===== src/rtl/epsc_pkg.sv =====
// ----------------------------------------------------------------------------
// epsc_pkg
// Shared types, constants and month tables for the epoch seconds to
// calendar converter.
// ----------------------------------------------------------------------------
package epsc_pkg;

   // pipeline depth: input register, four work stages, result register
   localparam int Stages = 6;

   // stage register load enables from the pipeline control
   typedef struct packed {
      logic [Stages-1:0] load;
   } stage_ctrl_type;

   // seconds are split as (seconds >> 7) / 675, since 86400 = 128 * 675
   localparam int DayShift = 7;
   localparam logic [9:0] DayDivisor = 10'd675;
   // exact reciprocal of 675 for 25-bit operands: ceil(2^35 / 675)
   localparam logic [25:0] DayRecip = 26'd50903317;
   localparam int DayRecipShift = 35;

   // four-year cycle of 1461 days, reciprocal exact for 16-bit operands
   localparam logic [10:0] CycleDays = 11'd1461;
   localparam logic [16:0] CycleRecip = 17'd91868;
   localparam int CycleRecipShift = 27;

   // year boundaries inside one four-year cycle
   localparam logic [10:0] Year1Start = 11'd366;
   localparam logic [10:0] Year2Start = 11'd731;
   localparam logic [10:0] Year3Start = 11'd1096;

   // divide by 60, exact for 17-bit operands (seconds of day)
   localparam logic [5:0] Sixty = 6'd60;
   localparam logic [17:0] MinRecip = 18'd139811;
   localparam int MinRecipShift = 23;
   // divide by 60, exact for 11-bit operands (minutes of day)
   localparam logic [11:0] HourRecip = 12'd2185;
   localparam int HourRecipShift = 17;

   // cumulative month starts, entry 0 is January
   localparam logic [12:0][8:0] CommonStart = {
      9'd365, 9'd334, 9'd304, 9'd273, 9'd243, 9'd212, 9'd181,
      9'd151, 9'd120, 9'd90, 9'd59, 9'd31, 9'd0};
   localparam logic [12:0][8:0] LeapStart = {
      9'd366, 9'd335, 9'd305, 9'd274, 9'd244, 9'd213, 9'd182,
      9'd152, 9'd121, 9'd91, 9'd60, 9'd31, 9'd0};

   // first day of year for a month index (0 is January)
   function automatic logic [8:0] month_start(input logic leap, input logic [3:0] idx);
      logic [8:0] val;
      if (idx > 4'd12) begin
         val = 9'd0;
      end else if (leap) begin
         val = LeapStart[idx];
      end else begin
         val = CommonStart[idx];
      end
      return val;
   endfunction

endpackage


===== src/rtl/epsc_pipe_ctrl.sv =====
// ----------------------------------------------------------------------------
// epsc_pipe_ctrl
// Valid bits and load enables for the conversion pipeline; a stage moves
// forward when the next one is empty or moving, so bubbles collapse.
// ----------------------------------------------------------------------------
module epsc_pipe_ctrl (
   input  logic                    clock,
   input  logic                    reset,
   input  logic                    req_valid,
   output logic                    req_stall,
   output logic                    rsp_valid,
   input  logic                    rsp_stall,
   output epsc_pkg::stage_ctrl_type ctrl
);

   localparam int N = epsc_pkg::Stages;

   logic [N-1:0] valid_ff;
   logic [N-1:0] valid_in;
   logic [N-1:0] adv;

   // advance chain from the result end backward
   always_comb begin
      adv[N-1] = !valid_ff[N-1] || !rsp_stall;
      for (int i = N - 2; i >= 0; i--) begin
         adv[i] = !valid_ff[i] || adv[i+1];
      end
   end

   // next valid bits
   always_comb begin
      valid_in[0] = adv[0] ? req_valid : valid_ff[0];
      for (int i = 1; i < N; i++) begin
         valid_in[i] = adv[i] ? valid_ff[i-1] : valid_ff[i];
      end
   end

   always_ff @(posedge clock) begin
      if (reset) begin
         valid_ff <= '0;
      end else begin
         valid_ff <= valid_in;
      end
   end

   assign ctrl.load = adv;
   assign req_stall = !adv[0];
   assign rsp_valid = valid_ff[N-1];

endmodule


===== src/rtl/epsc_day_split.sv =====
// ----------------------------------------------------------------------------
// epsc_day_split
// Splits the seconds count into day number, seconds of day and the
// four-year cycle number over three registered stages.
// ----------------------------------------------------------------------------
module epsc_day_split (
   input  logic                     clock,
   input  epsc_pkg::stage_ctrl_type ctrl,
   input  logic [31:0]              req_seconds,
   output logic [15:0]              days,
   output logic [5:0]               cycle,
   output logic [16:0]              tod
);

   logic [31:0] secs_ff;
   logic [15:0] days2_ff;
   logic [24:0] units2_ff;
   logic [6:0]  low2_ff;
   logic [15:0] days3_ff;
   logic [5:0]  cycle3_ff;
   logic [16:0] tod3_ff;

   logic [50:0] day_prod;
   logic [15:0] days2_in;
   logic [24:0] rem_full;
   logic [16:0] tod3_in;
   logic [32:0] cycle_prod;
   logic [5:0]  cycle3_in;

   // input register
   always_ff @(posedge clock) begin
      if (ctrl.load[0]) begin
         secs_ff <= req_seconds;
      end
   end

   // day number from seconds / 128 times reciprocal of 675
   assign day_prod = 51'(secs_ff[31:epsc_pkg::DayShift]) * 51'(epsc_pkg::DayRecip);
   assign days2_in = day_prod[epsc_pkg::DayRecipShift +: 16];

   always_ff @(posedge clock) begin
      if (ctrl.load[1]) begin
         days2_ff  <= days2_in;
         units2_ff <= secs_ff[31:epsc_pkg::DayShift];
         low2_ff   <= secs_ff[epsc_pkg::DayShift-1:0];
      end
   end

   // seconds of day and four-year cycle number
   assign rem_full   = units2_ff - 25'(days2_ff) * 25'(epsc_pkg::DayDivisor);
   assign tod3_in    = {rem_full[9:0], low2_ff};
   assign cycle_prod = 33'(days2_ff) * 33'(epsc_pkg::CycleRecip);
   assign cycle3_in  = cycle_prod[epsc_pkg::CycleRecipShift +: 6];

   always_ff @(posedge clock) begin
      if (ctrl.load[2]) begin
         days3_ff  <= days2_ff;
         cycle3_ff <= cycle3_in;
         tod3_ff   <= tod3_in;
      end
   end

   assign days  = days3_ff;
   assign cycle = cycle3_ff;
   assign tod   = tod3_ff;

endmodule


===== src/rtl/epsc_date.sv =====
// ----------------------------------------------------------------------------
// epsc_date
// Turns day number and cycle number into year offset, month and day of
// month by year boundaries and the cumulative month tables.
// ----------------------------------------------------------------------------
module epsc_date (
   input  logic                     clock,
   input  epsc_pkg::stage_ctrl_type ctrl,
   input  logic [15:0]              days,
   input  logic [5:0]               cycle,
   output logic [7:0]               year,
   output logic [3:0]               month,
   output logic [4:0]               day
);

   logic [10:0] dic4_ff;
   logic [5:0]  cycle4_ff;
   logic [7:0]  year5_ff;
   logic [3:0]  month5_ff;
   logic [4:0]  day5_ff;
   logic [7:0]  year6_ff;
   logic [3:0]  month6_ff;
   logic [4:0]  day6_ff;

   logic [15:0] dic_full;
   logic [1:0]  yoff;
   logic [10:0] doy_full;
   logic        leap;
   logic [3:0]  month5_in;
   logic [8:0]  day_full;

   // day within the four-year cycle
   assign dic_full = days - 16'(cycle) * 16'(epsc_pkg::CycleDays);

   always_ff @(posedge clock) begin
      if (ctrl.load[3]) begin
         dic4_ff   <= dic_full[10:0];
         cycle4_ff <= cycle;
      end
   end

   // year within the cycle; the first year of each cycle is leap
   always_comb begin
      if (dic4_ff < epsc_pkg::Year1Start) begin
         yoff     = 2'd0;
         doy_full = dic4_ff;
         leap     = 1'b1;
      end else if (dic4_ff < epsc_pkg::Year2Start) begin
         yoff     = 2'd1;
         doy_full = dic4_ff - epsc_pkg::Year1Start;
         leap     = 1'b0;
      end else if (dic4_ff < epsc_pkg::Year3Start) begin
         yoff     = 2'd2;
         doy_full = dic4_ff - epsc_pkg::Year2Start;
         leap     = 1'b0;
      end else begin
         yoff     = 2'd3;
         doy_full = dic4_ff - epsc_pkg::Year3Start;
         leap     = 1'b0;
      end
   end

   // month: last table entry not above the day of year
   always_comb begin
      month5_in = 4'd1;
      for (int i = 1; i < 12; i++) begin
         if (doy_full[8:0] >= epsc_pkg::month_start(leap, 4'(i))) begin
            month5_in = 4'(i + 1);
         end
      end
   end

   assign day_full = doy_full[8:0] - epsc_pkg::month_start(leap, month5_in - 4'd1) + 9'd1;

   always_ff @(posedge clock) begin
      if (ctrl.load[4]) begin
         year5_ff  <= {cycle4_ff, yoff};
         month5_ff <= month5_in;
         day5_ff   <= day_full[4:0];
      end
   end

   // result register
   always_ff @(posedge clock) begin
      if (ctrl.load[5]) begin
         year6_ff  <= year5_ff;
         month6_ff <= month5_ff;
         day6_ff   <= day5_ff;
      end
   end

   assign year  = year6_ff;
   assign month = month6_ff;
   assign day   = day6_ff;

endmodule


===== src/rtl/epsc_clock.sv =====
// ----------------------------------------------------------------------------
// epsc_clock
// Splits seconds of day into hour, minute and second with reciprocal
// multiplies by 1/60 and registered remainders.
// ----------------------------------------------------------------------------
module epsc_clock (
   input  logic                     clock,
   input  epsc_pkg::stage_ctrl_type ctrl,
   input  logic [16:0]              tod,
   output logic [4:0]               hour,
   output logic [5:0]               minute,
   output logic [5:0]               second
);

   logic [10:0] mins4_ff;
   logic [16:0] tod4_ff;
   logic [4:0]  hour5_ff;
   logic [10:0] mins5_ff;
   logic [5:0]  sec5_ff;
   logic [4:0]  hour6_ff;
   logic [5:0]  minute6_ff;
   logic [5:0]  sec6_ff;

   logic [34:0] mins_prod;
   logic [16:0] sec_full;
   logic [22:0] hour_prod;
   logic [10:0] minute_full;

   // minutes of day
   assign mins_prod = 35'(tod) * 35'(epsc_pkg::MinRecip);

   always_ff @(posedge clock) begin
      if (ctrl.load[3]) begin
         mins4_ff <= mins_prod[epsc_pkg::MinRecipShift +: 11];
         tod4_ff  <= tod;
      end
   end

   // second of minute and hour of day
   assign sec_full  = tod4_ff - 17'(mins4_ff) * 17'(epsc_pkg::Sixty);
   assign hour_prod = 23'(mins4_ff) * 23'(epsc_pkg::HourRecip);

   always_ff @(posedge clock) begin
      if (ctrl.load[4]) begin
         hour5_ff <= hour_prod[epsc_pkg::HourRecipShift +: 5];
         mins5_ff <= mins4_ff;
         sec5_ff  <= sec_full[5:0];
      end
   end

   // minute of hour into the result register
   assign minute_full = mins5_ff - 11'(hour5_ff) * 11'(epsc_pkg::Sixty);

   always_ff @(posedge clock) begin
      if (ctrl.load[5]) begin
         hour6_ff   <= hour5_ff;
         minute6_ff <= minute_full[5:0];
         sec6_ff    <= sec5_ff;
      end
   end

   assign hour   = hour6_ff;
   assign minute = minute6_ff;
   assign second = sec6_ff;

endmodule


===== src/rtl/epoch_seconds_to_calendar.sv =====
// ----------------------------------------------------------------------------
// epoch_seconds_to_calendar
// Converts seconds since 2000-01-01 00:00:00 into year offset, month, day,
// hour, minute and second; every fourth year is leap.
// ----------------------------------------------------------------------------
//   channel   ports                          direction
//   req       req_valid req_stall req_seconds  in  (32-bit seconds)
//   rsp       rsp_valid rsp_stall rsp_*        out (year..second)
//
// One transfer per cycle in and out while rsp is not stalled; a request passes
// through an input register, four stages of reciprocal multiplies and table
// compares, and the result register before rsp_valid rises.
// Synchronous reset clears the stage valid bits; data registers are not reset.
// A stall on rsp holds the result; empty stages keep filling, and req_stall
// rises only once every stage holds an item.
// ----------------------------------------------------------------------------
module epoch_seconds_to_calendar (
   input  logic        clock,
   input  logic        reset,
   input  logic        req_valid,
   output logic        req_stall,
   input  logic [31:0] req_seconds,
   output logic        rsp_valid,
   input  logic        rsp_stall,
   output logic [7:0]  rsp_year,
   output logic [3:0]  rsp_month,
   output logic [4:0]  rsp_day,
   output logic [4:0]  rsp_hour,
   output logic [5:0]  rsp_minute,
   output logic [5:0]  rsp_second
);

   epsc_pkg::stage_ctrl_type ctrl;
   logic [15:0] days;
   logic [5:0]  cycle;
   logic [16:0] tod;

   // valid bits and stage enables
   epsc_pipe_ctrl u_ctrl (
      .clock     (clock),
      .reset     (reset),
      .req_valid (req_valid),
      .req_stall (req_stall),
      .rsp_valid (rsp_valid),
      .rsp_stall (rsp_stall),
      .ctrl      (ctrl)
   );

   // day number, seconds of day, cycle number
   epsc_day_split u_split (
      .clock       (clock),
      .ctrl        (ctrl),
      .req_seconds (req_seconds),
      .days        (days),
      .cycle       (cycle),
      .tod         (tod)
   );

   // calendar date
   epsc_date u_date (
      .clock (clock),
      .ctrl  (ctrl),
      .days  (days),
      .cycle (cycle),
      .year  (rsp_year),
      .month (rsp_month),
      .day   (rsp_day)
   );

   // time of day
   epsc_clock u_clock (
      .clock  (clock),
      .ctrl   (ctrl),
      .tod    (tod),
      .hour   (rsp_hour),
      .minute (rsp_minute),
      .second (rsp_second)
   );

endmodule


===== config.mk =====
export PLATFORM = sky130hd
export DESIGN_NAME = epoch_seconds_to_calendar
export DESIGN_NICKNAME = d
export VERILOG_FILES = /design/src/rtl/epsc_pkg.sv /design/src/rtl/epsc_pipe_ctrl.sv /design/src/rtl/epsc_day_split.sv /design/src/rtl/epsc_date.sv /design/src/rtl/epsc_clock.sv /design/src/rtl/epoch_seconds_to_calendar.sv
export SDC_FILE = /design/constraint.sdc
export NUM_CORES = 1
export LEC_CHECK = 0
export BUFFER_PORTS_ARGS = -buffer_cell sky130_fd_sc_hd__buf_4
export CORE_MARGIN = 1
export CORE_UTILIZATION = 55
export DETAILED_ROUTE_END_ITERATION = 12
export PLACE_DENSITY = 0.72
export SLEW_MARGIN = 25
export SYNTH_ARGS = -nofsm -noshare
export SYNTH_HDL_FRONTEND = slang
export SYNTH_SLANG_ARGS = --single-unit

===== constraint.sdc =====
create_clock -name clock -period 9.33 [get_ports clock]
set_input_delay 2.3325 -clock clock [delete_from_list [all_inputs] [get_ports clock]]
set_output_delay 2.3325 -clock clock [all_outputs]
set_load 0.005 [all_outputs]

==> impl_metrics.csv, run 1 <==
group,metric,value,unit
finish,syn_to_final_growth,7.70,%
floorplan,die_y,228,um
synthesis,synth_seq_cells,207,
setup_path,crit_start,"u_split.secs_ff[12]",
status,status,"completed",
clocking,cts_resized,0,
clocking,cts_setup_buffers,0,
route,post-route-drc-count,0,
finish,fin_util,60.1,%
clocking,hold_buffers,0,
flow_run,drv_cap,0,
route,drt-total-wl,55500,um
global_routing,track_usage,22.3,%
synthesis,synthArstFlopShare,0,%
synthesis,synth_top_area_share,29.0,%
clocking,cts_sinks,207,
sta,worst_slew_pin_slew,0.973,ns
route,first_pass_iters,6,
floorplan,core_area,50300,sq um
synthesis,yosysWarningCount,0,
floorplan,dieArea,51900,sq um
sta,fmax,128,MHz
setup_path,endpoint_kind,"register",
placed_design,dp_hpwl,47700,um
sta,period_share,83.7,%
route,drt_iter0_markers,646,
global_routing,grt_max_degree,35,
worst_hold_path,hold_class,"register to register",
sta,hold_viol_final,0,
floorplan,initial_utilization,55.8,%
placed_design,gp_congestion,0.940,
sta,skew,0.0205,ns
finish,post_route_cells_drive_above_1_share,6.34,%
synthesis,ys_top_cells_by_area,"ha_1, fa_1, edfxtp_1, inv_1, xnor2_1",
setup_path,path_max_fanout,12,
route,vias,17487,
setup_path,r2r_start,"u_split.secs_ff[12]",
setup_path,cp.arrival,8.10,ns
setup_path,path_class,"register to register",
setup_path,worstSetupEndpoint,"u_split.days2_ff[15]",
route,via_per_inst,5.40,
route,wl_per_cell,17.1,um
clocking,clk_latency,0.56,ns
floorplan,rows,82,
sta,finalSetupViolations,0,
synthesis,synth_nets,3506,
global_routing,grt_overflow,0,
sta,rsz0062_at_grt,"false",
floorplan,io_pins,72,
clocking,tritoncts,"yes",
clocking,clk_pin_slew,0.06,ns
finish,diodes,0,
placed_design,io_buffers,71,
setup_path,rr_endpoint,"u_split.days2_ff[15]",
floorplan,die_width,228,um
clocking,cts-root-buf,"clkbuf_16",
sta,layout_min_cycle_time,7.81,ns
synthesis,synth.largest_area_cell,"ha_1",
synthesis,synth.distinct_cells,87,
global_routing,grt_pass1_wl,93200,um
sta,setup_tns,0,ns
synthesis,synth_common_cells,"ha_1, inv_1, fa_1",
synthesis,synth_edf_count,201,
synthesis,syn_area,28100,sq um
synthesis,yosysSeqAreaShare,21.9,%
setup_path,reg2regPathDepth,24,
setup_path,critPathLaunchType,"register",
synthesis,syn_area_per_cell,11.4,sq um
clocking,clk_path_buf_depth,3,
synthesis,dominantRegCellSynth,"edfxtp_1",
synthesis,synthCells,2463,
clocking,cts_made_buffers,25,
setup_path,r2r_slack,1.52,ns
sta,slew_headroom,35.1,%
synthesis,yosysMostFrequentCell,"ha_1",
route,ant_nets,0,
sta,slew_viol_final,0,
clocking,htreeDepth,1,
setup_path,cp_data_required_time,9.62,ns
finish,fin_nets,3594,
global_routing,antenna_found_initial,0,
global_routing,first_global_vias,19311,
-- sequential cells by signal, indices dropped and copies added, names as in the netlist, 7 cells and up --
signal,count
u_split.days2_ff,16
u_date.dic4_ff,11
u_split.days,11
u_split.secs_ff,32
u_split.tod,17
u_date.year5_ff,8
u_clock.mins4_ff,11
u_date.year,8
u_split.low2_ff,7
u_split.units2_ff,10
-- metrics by stage --
stage                     instances  area (sq um)  hold slack (ns)  setup slack (ns)
after floorplan                2463         28100            0.400              2.30
after global placement         3196         29400            0.401              1.66
after detailed placement       3196         29400            0.405              1.52
after CTS                      3241         30200            0.419              1.48
after global routing           3241         30200            0.422              1.04
final                          3241         30200            0.417              1.52
-- critical path, cell delays in order (launching register included) --
cell	delay [ns]
edfxtp_1	0.74
inv_1	0.11
ha_1	0.36
inv_1	0.09
fa_1	0.50
ha_1	0.29
inv_1	0.05
fa_1	0.51
inv_1	0.05
fa_1	0.47
inv_1	0.06
fa_1	0.53
inv_1	0.05
fa_1	0.47
ha_1	0.32
and3_1	0.19
a221o_1	0.29
a21oi_1	0.17
o211ai_1	0.28
a2111oi_2	0.51
o31ai_1	0.22
o41a_1	0.45
or4b_1	0.53
a31oi_1	0.20
xnor2_1	0.08
-- how the worst min path moves through the flow --
stage | from | slack [ns] | to | cells after the start
global route | u_split.low2_ff[0] | 0.42 | u_split.tod[0] | 0
CTS | u_split.secs_ff[3] | 0.42 | u_split.low2_ff[3] | 0
finish | u_date.year5_ff[6] | 0.42 | u_date.year[6] | 0
detailed placement | u_date.cycle4_ff[5] | 0.40 | u_date.year5_ff[7] | 0
floorplan | u_clock.hour5_ff[4] | 0.40 | u_clock.hour[4] | 0
global placement | u_clock.mins5_ff[0] | 0.40 | u_clock.minute[0] | 0
-- cell usage in the layout, fill, tap and decap left out, types with 6 or more instances in the layout --
cell       Yosys  routed
xor2_1        29      29
o21bai_1       8       8
nor2b_1        8       8
a311oi_1       6       6
clkbuf_16      0      25
nand2b_1       6       6
a211oi_1      12      12
fa_1         357     357
or3_1          7       7
a21o_1        32      32
ha_1         650     650
nand3_1       22      21
inv_1        611     611
nor3_1        28      28
nor2_1        63      63
buf_4          2      77
dfxtp_1        6       6
nand4_1       15      15
xnor2_1       60      60
a21oi_1       59      59
o21ai_0       37      37
a31oi_1        7       7
edfxtp_1     201     201
nand2_1       48      48
o21a_1        16      16
and3_1        10      10
o211ai_1      15      15
-- layout make-up --
type	count	area, sq um
fillers	4130	20100
multi-input cells	1626	19500
flip-flops and latches	207	6160
inverters	614	2310
well taps	672	841
clock buffers	26	629
repair buffers	77	578
clock inverters	19	221
-- kinds of logic after synthesis --
group / after synthesis / share of synthesized area (%)
buffers and inverters: 630 / 8.64
XOR/XNOR: 89 / 2.78
adder cells (fa/ha/maj): 1007 / 54.4
multiplexers: 6 / 0.254
AND/OR/NAND/NOR: 241 / 4.42
AO/OA/AOI/OAI: 283 / 7.53
flip-flops: 207 / 21.9
-- routing by layer --
metal / wire length [um] / up-vias / track usage (%)
met5: 0 / - / 0
met4: 1680 / 0 / 6.82
met3: 2020 / 120 / 2.71
met2: 29400 / 310 / 41.9
met1: 22400 / 8648 / 26.4
li1: - / 8409 / -
Power of run 1 is left out: the tool's default activity adds up to more than one toggle a clock period on the data nets, which glitch-free logic cannot reach.
==> run 2, diff against run 1 <==
==> constraint.sdc (replaced) <==
create_clock -name clock -period 7.4 [get_ports clock]
set_input_delay 1.85 -clock clock [delete_from_list [all_inputs] [get_ports clock]]
set_output_delay 1.85 -clock clock [all_outputs]
set_load 0.005 [all_outputs]
==> impl_metrics.csv, run 2 (synthesized netlist as in run 1, its figures left out) <==
group,metric,value,unit
status,status,"completed",
route,via_per_inst,5.35,
clocking,cts_made_buffers,27,
finish,max_flop_register,"u_split.secs_ff",
placed_design,io_buffers,71,
placed_design,dp.cells,3222,
sta,skew,0.0191,ns
clocking,clk_path_buf_depth,3,
route,first_pass_iters,6,
setup_path,rr_endpoint,"u_split.days2_ff[13]",
setup_path,crit_buf_inv,7,
finish,stdcell_area,30500,sq um
floorplan,initial_utilization,55.8,%
finish,post_route_cells_drive_above_1_share,7.76,%
setup_path,r2r_start,"u_split.secs_ff[12]",
global_routing,grt_pass1_wl,95800,um
global_routing,grt-busiest-layer,"met2",
finish,largest_register_ffs,32,
global_routing,first_global_vias,19513,
placed_design,gp_congestion,1.02,
setup_path,critPathLaunchType,"register",
route,ant_nets,0,
global_routing,track_usage,22.9,%
finish,multi_input_area,19500,sq um
setup_path,slowest_delay,0.54,ns
setup_path,cp_data_required_time,7.71,ns
setup_path,r2r_slack,0.25,ns
sta,period_share,96.6,%
clocking,clk_pin_slew,0.05,ns
flow_run,drv_cap,0,
placed_design,dp_hpwl,48400,um
finish,ff_latch_area,6160,sq um
finish,n_fill_cell,4062,
finish,mostFrequentLayoutCells,"ha_1, inv_1, fa_1",
route,wl_per_cell,17.3,um
global_routing,use_met1,27.5,%
sta,layout_min_cycle_time,7.15,ns
worst_hold_path,hold_class,"register to register",
worst_hold_path,worstHoldStart,"u_split.secs_ff[5]",
finish,diodes,0,
route,drt-total-wl,56700,um
route,post-route-drc-count,0,
floorplan,core_area,50300,sq um
global_routing,grt_overflow,0,
setup_path,worst_path_most_repeated_cell,"inv_1",
global_routing,antenna_found_initial,0,
floorplan,dieArea,51900,sq um
placed_design,post-place-ws,0.104,ns
route,vias,17526,
clocking,tritoncts,"yes",
worst_hold_path,worstHoldPathCells,0,
finish,mostFrequentLayoutCell,"ha_1",
placed_design,dpl_cell_area,29600,sq um
sta,worst_slew_pin_slew,0.736,ns
sta,worst_slack,0.248,ns
sta,slew_viol_final,0,
sta,slew_headroom,50.4,%
finish,final_cells,3274,
clocking,clk_latency,0.57,ns
clocking,cts_sinks,207,
floorplan,die_width,228,um
global_routing,grt_max_degree,35,
sta,finalSetupViolations,0,
worst_hold_path,holdPathEnd,"u_split.low2_ff[5]",
route,drt_iter0_markers,821,
sta,fmax,140,MHz
setup_path,critPathSlowestCell,"fa_1",
setup_path,critPathTopFamily,"adder cells",
setup_path,path_class,"register to register",
setup_path,reg2regPathDepth,25,
global_routing,grt_use_met3,3.20,%
setup_path,cp.arrival,7.46,ns
clocking,cts-root-buf,"clkbuf_16",
floorplan,rows,82,
setup_path,endpoint_kind,"register",
global_routing,grtUsageMet2,42.3,%
clocking,htreeDepth,1,
floorplan,io_pins,72,
floorplan,die_y,228,um
sta,hold_viol_final,0,
setup_path,path_max_fanout,5,
finish,syn_to_final_growth,8.78,%
finish,fin_nets,3625,
run 2: worst max-delay path by stage:
stage | from | cells past startpoint | end | slack, ns
floorplan | u_split.secs_ff[12] | 22 | u_split.days2_ff[15] | 0.37
global placement | u_split.secs_ff[11] | 22 | u_split.days2_ff[15] | 0.27
detailed placement | u_split.secs_ff[12] | 21 | u_split.days2_ff[15] | 0.10
CTS | u_split.secs_ff[12] | 21 | u_split.days2_ff[15] | 0.11
global route | u_split.secs_ff[12] | 24 | u_split.days2_ff[15] | -0.06
finish | u_split.secs_ff[12] | 25 | u_split.days2_ff[13] | 0.25
run 2: repair_timing:
action | 4_1_cts | 5_1_grt
endpoints found under the setup margin | 0 | 7
hold endpoints to repair | 0 | 0
gates resized for setup | 0 | 5
buffers inserted | 0 | 3
hold buffers | 0 | 0
run 2: routing by layer:
layer	part of all wire (%)	up-vias	wire (um)
met5	0	-	0
met4	3.0	0	1680
met3	4.0	106	2260
met2	52	339	29600
met1	41	8618	23200
li1	-	8463	-
run 2: per-stage QoR:
stage	utilization [%]	hold WS, ns	setup TNS [ns]
floorplan	-	0.400	0
global placement	58.8	0.401	0
detailed placement	58.8	0.405	0
CTS	60.6	0.416	0
global route	60.7	0.423	-0.116
finish	60.7	0.417	0
run 2: final cells by class:
class	count	share of cell area [%]
multi-input combinational	1626	63.9
sequential	207	20.2
inverter	614	7.57
tap	672	2.75
timing repair buffer	106	2.61
clock buffer	30	2.28
clock inverter	19	0.693
Power of run 2 is left out for the same reason.
